### src/hw/rtl/hpt_ram.sv
// Generic single-port RAM with registered read.
module hpt_ram #(
  parameter int WIDTH = 8,
  parameter int DEPTH = 16
) (
  input  logic                     clk,
  input  logic                     we,
  input  logic [$clog2(DEPTH)-1:0] addr,
  input  logic [WIDTH-1:0]         wdata,
  output logic [WIDTH-1:0]         rdata
);
  logic [WIDTH-1:0] mem [DEPTH];

  always_ff @(posedge clk) begin
    if (we) begin
      mem[addr] <= wdata;
    end
    rdata <= mem[addr];
  end
endmodule

### config.mk
export PLATFORM = sky130hd
export DESIGN_NAME = hpt_ram
export DESIGN_NICKNAME = d
export VERILOG_FILES = /design/src/hw/rtl/hpt_ram.sv
export SDC_FILE = /design/constraint.sdc
export NUM_CORES = 1
export LEC_CHECK = 0
export BUFFER_PORTS_ARGS = -buffer_cell sky130_fd_sc_hd__buf_2
export CAP_MARGIN = 30
export CORE_ASPECT_RATIO = 0.5
export CORE_MARGIN = 2
export CORE_UTILIZATION = 58
export CTS_CLUSTER_SIZE = 30
export DETAILED_ROUTE_END_ITERATION = 12
export PLACE_DENSITY = 0.78
export SYNTH_ARGS = -nofsm -noshare
export SYNTH_HDL_FRONTEND = slang
export SYNTH_SLANG_ARGS = --single-unit
### constraint.sdc
create_clock -name clk -period 3.5 [get_ports clk]
set_input_delay 0.7 -clock clk [delete_from_list [all_inputs] [get_ports clk]]
set_output_delay 0.7 -clock clk [all_outputs]
set_load 0.02 [all_outputs]
==> summary.txt <==
Run status
  • Status: completed

Global route
  • Routing usage on met1: 31.2%
  • Initial antenna violation count: 0
  • First-pass GRT wire length: 14.7 mm
  • Total gr overflow: 0
  • GRT busiest layer: met2
  • GRT Util Overall: 22.6%
  • GR Util met3: 5.95%
  • Vias in the first global route: 2,447
  • Largest net degree at the start of global routing: 40
  • Global routing usage on met2: 33.9%

Clocking
  • Post-cts repair resize count: 0
  • Longest Clk Path Bufs: 2
  • H-tree lvl count: 4
  • Root Driver: clkbuf_16
  • Clk_lat worst skew: 0.42 ns
  • Clock sink total: 136
  • Number of hold buffers added after cts: 0
  • CTS tree: yes
  • Post-CTS setup buffers: 0
  • TritonCTS Buffers: 17
  • Clk slew on worst S/H paths: 0.06 ns

Worst setup path
  • Reg2reg path depth: 3
  • Critical path arrival: 2.38 ns
  • Critical path peak fanout: 39
  • CP Class: in -> reg
  • CP Capture Type: flip-flop
  • Req. time, crit path: 3.54 ns
  • Setup slack, reg-to-reg: 2.00 ns
  • FF-to-FF End: rdata[1]
  • Type of origin of the critical path: primary input
  • Reg2reg start: mem[0][1]

Synth
  • Syn_nets: 244
  • Yosys cell types: 18
  • Yosys warnings: 0
  • Seq cells post-synth: 136
  • Cell area after synthesis: 0.00507 mm^2
  • Sequential fraction of the synthesis area: 79.0%
  • Syn_area_per_cell: 22.0 um^2
  • Synthesized netlist cell count: 230

Timing
  • Worst slew pin tran: 0.912 ns
  • Final-report setup violation count: 0
  • Min Tclk post-route: 2.34 ns
  • Tcrit/Tclk final: 66.9%
  • TNS Setup: 0 ns
  • Setup ws final: 1.16 ns
  • Final Skew: 0.00704 ns
  • Pins Over Slew Limit: 0
  • Worst hold slack: 0.679 ns
  • RSZ-0062 raised after global routing: no
  • Final hold violations: 0
  • Max-slew headroom: 39.2%
  • Max frequency: 427 MHz

Job
  • Max-Cap Viols: 0

Power
  • Overall Power: 3.86 mW
  • Leakage: 1.94 nW
  • Pwr per Cell Area: 654 mW/mm^2
  • Maximum vdd drop: 0.355 mV

Hold path
  • HP Start: mem[14][0]
  • Worst hold-check path type: reg -> reg
  • WHS Path Cells: 3
  • Hold EP: rdata[0]

Place
  • Port bufs: 21
  • Place WS: 0.718 ns
  • Post-DP HPWL: 5.73 mm
  • RePlAce Congestion: 0.801

Route
  • Vias/cell: 6.19
  • DRC violation total after the first TritonRoute iteration: 309
  • WL per Instance: 24.8 um
  • Vias: 2,440
  • Post-route ant nets: 0
  • DRC: 0
  • Final wirelength: 9.76 mm
  • Drt pass-1 iters: 5

Die
  • Die height: 70.1 um
  • Row count: 24
  • Initial core utilization: 59.0%
  • Core box area: 0.00859 mm^2
  • Die footprint: 0.00955 mm^2
  • Width of the die: 136 um
  • # IOs: 22

Layout
  • P&R area growth vs syn: 16.5%
  • Layout cells sized above 1: 31.0%
  • Final Util: 68.8%
  • Fin nets: 278
  • Antenna fix cells: 0
  • Filler Cells Inserted: 512
## critical path, cell delays in order
cell     delay, ns
buf_2         0.68
nand2_1       0.29
nor2_1        0.69
## Yosys cell counts, drive strengths merged
cell / number / area (um^2)
nand3: 1 / 5.00
nand3b: 2 / 15.0
nor2b: 2 / 12.5
nor2: 13 / 48.8
dfxtp: 8 / 160
edfxtp: 128 / 3840
mux4: 32 / 721
and2: 1 / 6.26
nand2: 9 / 33.8
a22oi: 16 / 120
buf: 8 / 47.5
clkbuf: 3 / 12.5
nor3: 4 / 20.0
or3b: 1 / 8.76
nand2b: 2 / 12.5
## metrics by stage
step	std cells	instance area, um^2
after floorplan	230	5070
final	394	5910
after global placement	359	5270
after global routing	394	5910
after detailed placement	361	5290
after CTS	393	5900
## cell families (layout without fill, tap and decap cells)
| logic type | after synthesis | after routing | synth area share, % |
|---|---|---|---|
| AO/OA/AOI/OAI | 16 | 16 | 2.37 |
| buffers and inverters | 11 | 58 | 1.19 |
| flip-flops | 136 | 136 | 79.0 |
| multiplexers | 32 | 32 | 14.2 |
| AND/OR/NAND/NOR | 35 | 35 | 3.21 |
## metal layers
layer  wire length [um]  part of all wire (%)  up-vias
met5                  0                     0        -
met4                273                   2.8        0
met3                786                   8.1       28
met2               4690                    48      123
met1               4010                    41     1257
li1                   -                     -     1032
## final cells by class
cell class                      instances  area, um^2  area share (%)
Tap cell                              117         146            2.48
Multi-Input combinational cell         83        1000            17.0
Clock buffer                           23         468            7.92
Timing Repair Buffer                   26         138            2.33
Sequential cell                       136        4000            67.8
Clock inverter                          9         146            2.48
## worst max-delay path by stage
stage / from / depth (start not counted) / end
after global placement: addr[0] / 3 / mem[7][5]
after global routing: addr[0] / 3 / mem[5][4]
after CTS: addr[0] / 3 / mem[3][6]
after detailed placement: addr[0] / 3 / mem[3][6]
after floorplan: addr[2] / 2 / mem[0][0]
final: addr[1] / 3 / mem[3][3]
## layout by cell type (no fill, tap or decap)
master      count
clkbuf_1        4
clkinv_2        3
nor2b_1         2
clkbuf_16      17
nor3_1          4
nand2b_1        2
clkinv_1        1
buf_4           3
nand2_1         9
clkinvlp_4      1
mux4_2         32
edfxtp_1      128
nand3b_1        2
a22oi_1        16
and2_1          1
nand3_1         1
buf_2          23
bufinv_16       4
nor2_1         13
dfxtp_1         8
clkbuf_8        2
or3b_2          1
## report_power, final
part / leakage [nW] / internal [mW] / switching (mW) / total (mW)
Sequential: 1.22 / 1.82 / 0.0114 / 1.83
Combinational: 0.420 / 0.0665 / 0.111 / 0.177
Clock: 0.299 / 1.22 / 0.628 / 1.85
Total: 1.94 / 3.11 / 0.750 / 3.86
## flip-flops by register name, summed over array words and instances, names as in the netlist
name,flops
mem,128
rdata,8
(Power assumes the default switching activity.)
