[src/hw/rtl/hpt_pkg.sv]
// Shared types, constants and commands of the hashed page table engine.
package hpt_pkg;
  localparam int PROCS        = 4;
  localparam int BUCKETS      = 2048;
  localparam int POOL_ENTRIES = 1024;
  localparam int PID_REGS     = 4;
  localparam int SLOT_W       = $clog2(PROCS);
  localparam int BKT_W        = $clog2(BUCKETS);
  localparam int HEAD_W       = SLOT_W + BKT_W;
  localparam int ENT_W        = $clog2(POOL_ENTRIES);
  localparam int LINK_W       = ENT_W + 1;
  localparam int PAGE_W       = 52;
  localparam int PID_W        = 22;
  localparam int FRAME_W      = 10;
  localparam logic [LINK_W-1:0] NIL = LINK_W'(POOL_ENTRIES);

  typedef enum logic [1:0] {
    CMD_LOOKUP = 2'd0,
    CMD_INSERT = 2'd1,
    CMD_DELETE = 2'd2,
    CMD_CLEAN  = 2'd3
  } cmd_t;

  typedef enum logic [1:0] {
    ST_OK       = 2'd0,
    ST_NO_PROC  = 2'd1,
    ST_NOT_FND  = 2'd2,
    ST_POOL_FUL = 2'd3
  } status_t;

  localparam logic [2:0] REG_PROC_COUNT   = 3'd0;
  localparam logic [2:0] REG_BUCKET_COUNT = 3'd1;
  localparam logic [2:0] REG_PID_SLOT0    = 3'd2;

  // Control from the sequencer to the modulo unit.
  typedef struct packed {
    logic               start;
    logic [PAGE_W-1:0]  dividend;
    logic [BKT_W:0]     divisor;
  } mod_req_t;

  typedef struct packed {
    logic               done;
    logic [BKT_W-1:0]   remainder;
  } mod_rsp_t;
endpackage

[src/hw/rtl/hpt_mod.sv]
// Restoring bit-serial modulo unit: one dividend bit per cycle.
module hpt_mod (
  input  logic              clk,
  input  logic              rst_n,
  input  hpt_pkg::mod_req_t req,
  output hpt_pkg::mod_rsp_t rsp
);
  localparam int CNT_W = $clog2(hpt_pkg::PAGE_W + 1);

  logic [hpt_pkg::PAGE_W-1:0] num_r;
  logic [hpt_pkg::BKT_W:0]    den_r;
  logic [hpt_pkg::BKT_W:0]    rem_r;
  logic [CNT_W-1:0]           cnt_r;
  logic                       busy_r;
  logic                       done_r;
  logic [hpt_pkg::BKT_W+1:0]  shifted;
  logic [hpt_pkg::BKT_W+1:0]  diff;

  assign shifted = {rem_r, num_r[hpt_pkg::PAGE_W-1]};
  assign diff    = shifted - {1'b0, den_r};

  always_ff @(posedge clk) begin
    if (!rst_n) begin
      busy_r <= 1'b0;
      done_r <= 1'b0;
    end else begin
      done_r <= 1'b0;
      if (req.start) begin
        busy_r <= 1'b1;
        num_r  <= req.dividend;
        den_r  <= req.divisor;
        rem_r  <= '0;
        cnt_r  <= CNT_W'(hpt_pkg::PAGE_W);
      end else if (busy_r) begin
        num_r <= num_r << 1;
        // Remainder stays below the divisor, so it fits BKT_W+1 bits.
        rem_r <= diff[hpt_pkg::BKT_W+1] ? shifted[hpt_pkg::BKT_W:0] : diff[hpt_pkg::BKT_W:0];
        cnt_r <= cnt_r - 1'b1;
        if (cnt_r == CNT_W'(1)) begin
          busy_r <= 1'b0;
          done_r <= 1'b1;
        end
      end
    end
  end

  assign rsp = {done_r, rem_r[hpt_pkg::BKT_W-1:0]};
endmodule

[config.mk]
export PLATFORM = sky130hd
export DESIGN_NAME = hpt_mod
export DESIGN_NICKNAME = d
export VERILOG_FILES = /design/src/hw/rtl/hpt_pkg.sv /design/src/hw/rtl/hpt_mod.sv
export SDC_FILE = /design/constraint.sdc
export NUM_CORES = 1
export LEC_CHECK = 0
export BUFFER_PORTS_ARGS = -buffer_cell sky130_fd_sc_hd__buf_4
export CAP_MARGIN = 15
export CORE_MARGIN = 3
export CORE_UTILIZATION = 37
export CTS_CLUSTER_SIZE = 10
export DETAILED_ROUTE_END_ITERATION = 8
export GPL_ROUTABILITY_DRIVEN = 1
export PLACE_DENSITY = 0.56
export SYNTH_ARGS = -nofsm -noshare
export SYNTH_HDL_FRONTEND = slang
export SYNTH_SLANG_ARGS = --single-unit
[constraint.sdc]
create_clock -name clk -period 6.17 [get_ports clk]
set_input_delay 0.3085 -clock clk [delete_from_list [all_inputs] [get_ports clk]]
set_output_delay 0.3085 -clock clk [all_outputs]
set_load 0.005 [all_outputs]
==> impl_metrics.py <==
metrics = {
    "sta": {
        "final-hold-violation-count": 0,
        "period_share_pct": 46.56,
        "min_period_ns": 2.873,
        "grt_setup_unrepaired": "no",
        "setup_ws_ns": 3.297,
        "final-setup-viol-count": 0,
        "peak_freq_ghz": 0.3481,
        "worst_pin_slew_ns": 0.9997,
        "finalClockSkew_ns": 0.005083,
        "hold_ws_ns": 0.1457,
        "timing.setup.tns_ns": 0,
        "report.final.slew_viol_count": 0,
        "relSlewSlack_pct": 33.35,
    },
    "floorplan": {
        "die_width_um": 112.3,
        "die-height_um": 112.3,
        "dieArea_mm2": 0.01261,
        "fp-row-count": 38,
        "io-pin-count": 79,
        "initial_utilization_pct": 38.24,
        "placeableCoreArea_mm2": 0.01094,
    },
    "synthesis": {
        "synth_area_per_cell_um2": 14.22,
        "ys_seq_elements": 84,
        "syn-cell-area_mm2": 0.004182,
        "yosysWarningCount": 0,
        "synth-async-reset-ratio_pct": 0,
        "synth-edff-count": 82,
        "ys.flop_type": "sky130_fd_sc_hd__edfxtp_1",
        "netlist_instances": 294,
        "netlist-cell-type-count": 41,
        "synth-seq-area-share_pct": 59.84,
        "synthesis.nets": 376,
    },
    "clocking": {
        "register_clock_pin_slew_on_the_reported_worst_setup_and_hold_paths_ns": 0.06,
        "clock_tree_root_buffer_cell": "sky130_fd_sc_hd__clkbuf_16",
        "cts_buffers": 9,
        "cts_tree": "yes",
        "holdBufCountCts": 0,
        "clock_tree.buffer_depth": 2,
        "cts_setup_buffers": 0,
        "cts_htree_levels": 3,
        "cts_repair_resize_count": 0,
        "clock_latency_ns": 0.34,
        "clock-sinks": 84,
    },
    "critical_path": {
        "worst_setup_path_start_kind": "register",
        "crit_fanout": 14,
        "critical_path_class": "register to register",
        "endpoint_kind": "register",
        "cp_data_required_time_ns": 6.24,
        "cp.arrival_ns": 2.94,
    },
    "detailed_routing": {
        "drt-vias-per-instance": 4.870,
        "drt-initial-drc-count": 78,
        "drc": 0,
        "number_of_detailed_route_iterations_in_the_first_pass": 4,
        "ant_nets": 0,
        "dr_total_vias": 2469,
        "wl_per_cell_um": 15.12,
        "drt-total-wl_um": 7667,
    },
    "min_path": {
        "holdCritPathClass": "input pin to register",
    },
    "power": {
        "switching_share_pct": 24.46,
        "power.share.combinational_pct": 17.0,
        "vdd_ir_drop_max_mv": 0.2007,
        "power-per-cell-area_mw_per_mm2": 294.7,
        "pwr-share-clk_pct": 36.6,
        "power.switching_mw": 0.3689,
        "sequentialPowerShare_pct": 46.4,
        "power.leakage_nw": 1.991,
        "p_int_mw": 1.139,
    },
    "finish": {
        "n_fill_cell": 995,
        "drive_gt1_share_pct": 41.96,
        "sequential_cell_area_mm2": 0.002502,
        "mostFrequentLayoutCells": "82 x sky130_fd_sc_hd__edfxtp_1, 79 x sky130_fd_sc_hd__buf_4, 51 x sky130_fd_sc_hd__mux2_2",
        "most_common_cell_after_layout_fill_and_taps_aside": "sky130_fd_sc_hd__edfxtp_1",
        "multi_input_area_mm2": 0.001474,
        "area.growth.synth_to_final_pct": 22.35,
        "final_core_util_pct": 46.78,
        "final_antenna_diode_count": 0,
        "finalNetCount": 444,
    },
    "grt": {
        "pin_count_of_the_biggest_net_entering_global_routing": 72,
        "vias_in_the_first_global_route": 2675,
        "grt_antenna_before_repair": 0,
        "grt_remaining_overflow": 0,
        "grt_util_all_layers_pct": 12.86,
        "first_pass_grt_wire_length_um": 12840,
    },
    "flow_run": {
        "timing.max_cap.violations": 0,
    },
    "place": {
        "place_congestion": 0.8232,
        "io_buffers": 78,
        "hpwl_um": 5003,
        "place_worst_setup_slack_ns": 3.253,
    },
    "outcome": {
        "outcome": "completed",
    },
}
area by class of cell:
type,instances,area share (%)
clock buffers,11,4.744
multi-input cells,170,28.81
clock inverters,5,1.198
well taps,140,3.424
inverters,18,1.321
repair buffers,79,11.59
flip-flops and latches,84,48.91
metrics by stage:
step,instances,area (um2),power (mW)
floorplan,294,4182,0.9066
global placement,491,4812,0.9675
detailed placement,491,4812,0.9723
CTS,507,5116,1.528
global route,507,5116,1.581
finish,507,5116,1.508
metal layers:
| layer | GRT usage, % | part of all wire (%) | vias up |
|---|---|---|---|
| met5 | 0 | 0 | - |
| met4 | 4.567 | 1.4 | 0 |
| met3 | 4.636 | 5.9 | 10 |
| met2 | 20.86 | 49 | 59 |
| met1 | 15.93 | 44 | 1192 |
| li1 | - | - | 1208 |
sequential cells by signal, indices dropped and copies added (netlist names):
signal  flops
busy_r      1
cnt_r       6
den_r      12
done_r      1
num_r      52
rem_r      12
final timing paths:
check,slack (ns),start,endpoint,depth (start not counted)
max,3.30,num_r[51]$_DFFE_PP_,rem_r[3]$_SDFFCE_PP0P_,11
min,0.15,req[8],den_r[8]$_DFFE_PP_,1
max reg2reg,3.30,num_r[51]$_DFFE_PP_,rem_r[3]$_SDFFCE_PP0P_,11
min reg2reg,0.46,busy_r$_SDFF_PN0_,done_r$_SDFF_PP0_,2
cell usage after synthesis (all sizes together) (2+ instances only):
cell type | number | share of area (%)
xnor2 | 8 | 1.7
clkbuf | 9 | 0.84
ha | 14 | 4.2
mux2 | 51 | 14
nor2 | 21 | 1.9
and3 | 2 | 0.30
o211ai | 2 | 0.36
a21oi | 9 | 1.2
nand3 | 4 | 0.48
o2111ai | 3 | 0.63
and2 | 2 | 0.30
nand2 | 7 | 0.69
inv | 18 | 1.6
nand2b | 3 | 0.45
o21a | 2 | 0.36
buf | 13 | 2.6
dfxtp | 2 | 0.96
a211oi | 3 | 0.78
edfxtp | 82 | 59
nor3 | 4 | 0.48
xor2 | 3 | 1.1
o21bai | 2 | 0.36
o21ai | 7 | 1.0
mux2i | 11 | 2.6
o41ai | 2 | 0.42
nor2b | 3 | 0.45
power by group through the flow:
stage | Sequential, mW | Clock, mW | Combinational, mW
2_1_floorplan | 0.707 | 0 | 0.200
3_3_place_gp | 0.712 | 0 | 0.255
3_5_place_dp | 0.713 | 0 | 0.260
4_1_cts | 0.701 | 0.566 | 0.261
5_1_grt | 0.705 | 0.589 | 0.286
6_report | 0.700 | 0.552 | 0.256
kinds of logic after synthesis:
logic type	synth area share, %
buf+inv	5.087
simple gates	5.476
fa+ha+maj	4.668
xor+xnor	2.753
flops	59.84
mux	16.37
compound gates	5.805
worst max-delay path: stages, from the launching register on:
cell and delay [ns]:
sky130_fd_sc_hd__edfxtp_1 0.36, sky130_fd_sc_hd__inv_1 0.08, sky130_fd_sc_hd__ha_1 0.16, sky130_fd_sc_hd__inv_1 0.05, sky130_fd_sc_hd__fa_1 0.43, sky130_fd_sc_hd__a211oi_2 0.25
sky130_fd_sc_hd__o21ai_2 0.12, sky130_fd_sc_hd__o2111ai_1 0.21, sky130_fd_sc_hd__nand2_2 0.11, sky130_fd_sc_hd__xor2_4 0.52, sky130_fd_sc_hd__mux2i_1 0.25, sky130_fd_sc_hd__nor2_1 0.05
Note: power is estimated with default switching activity, not from simulation.
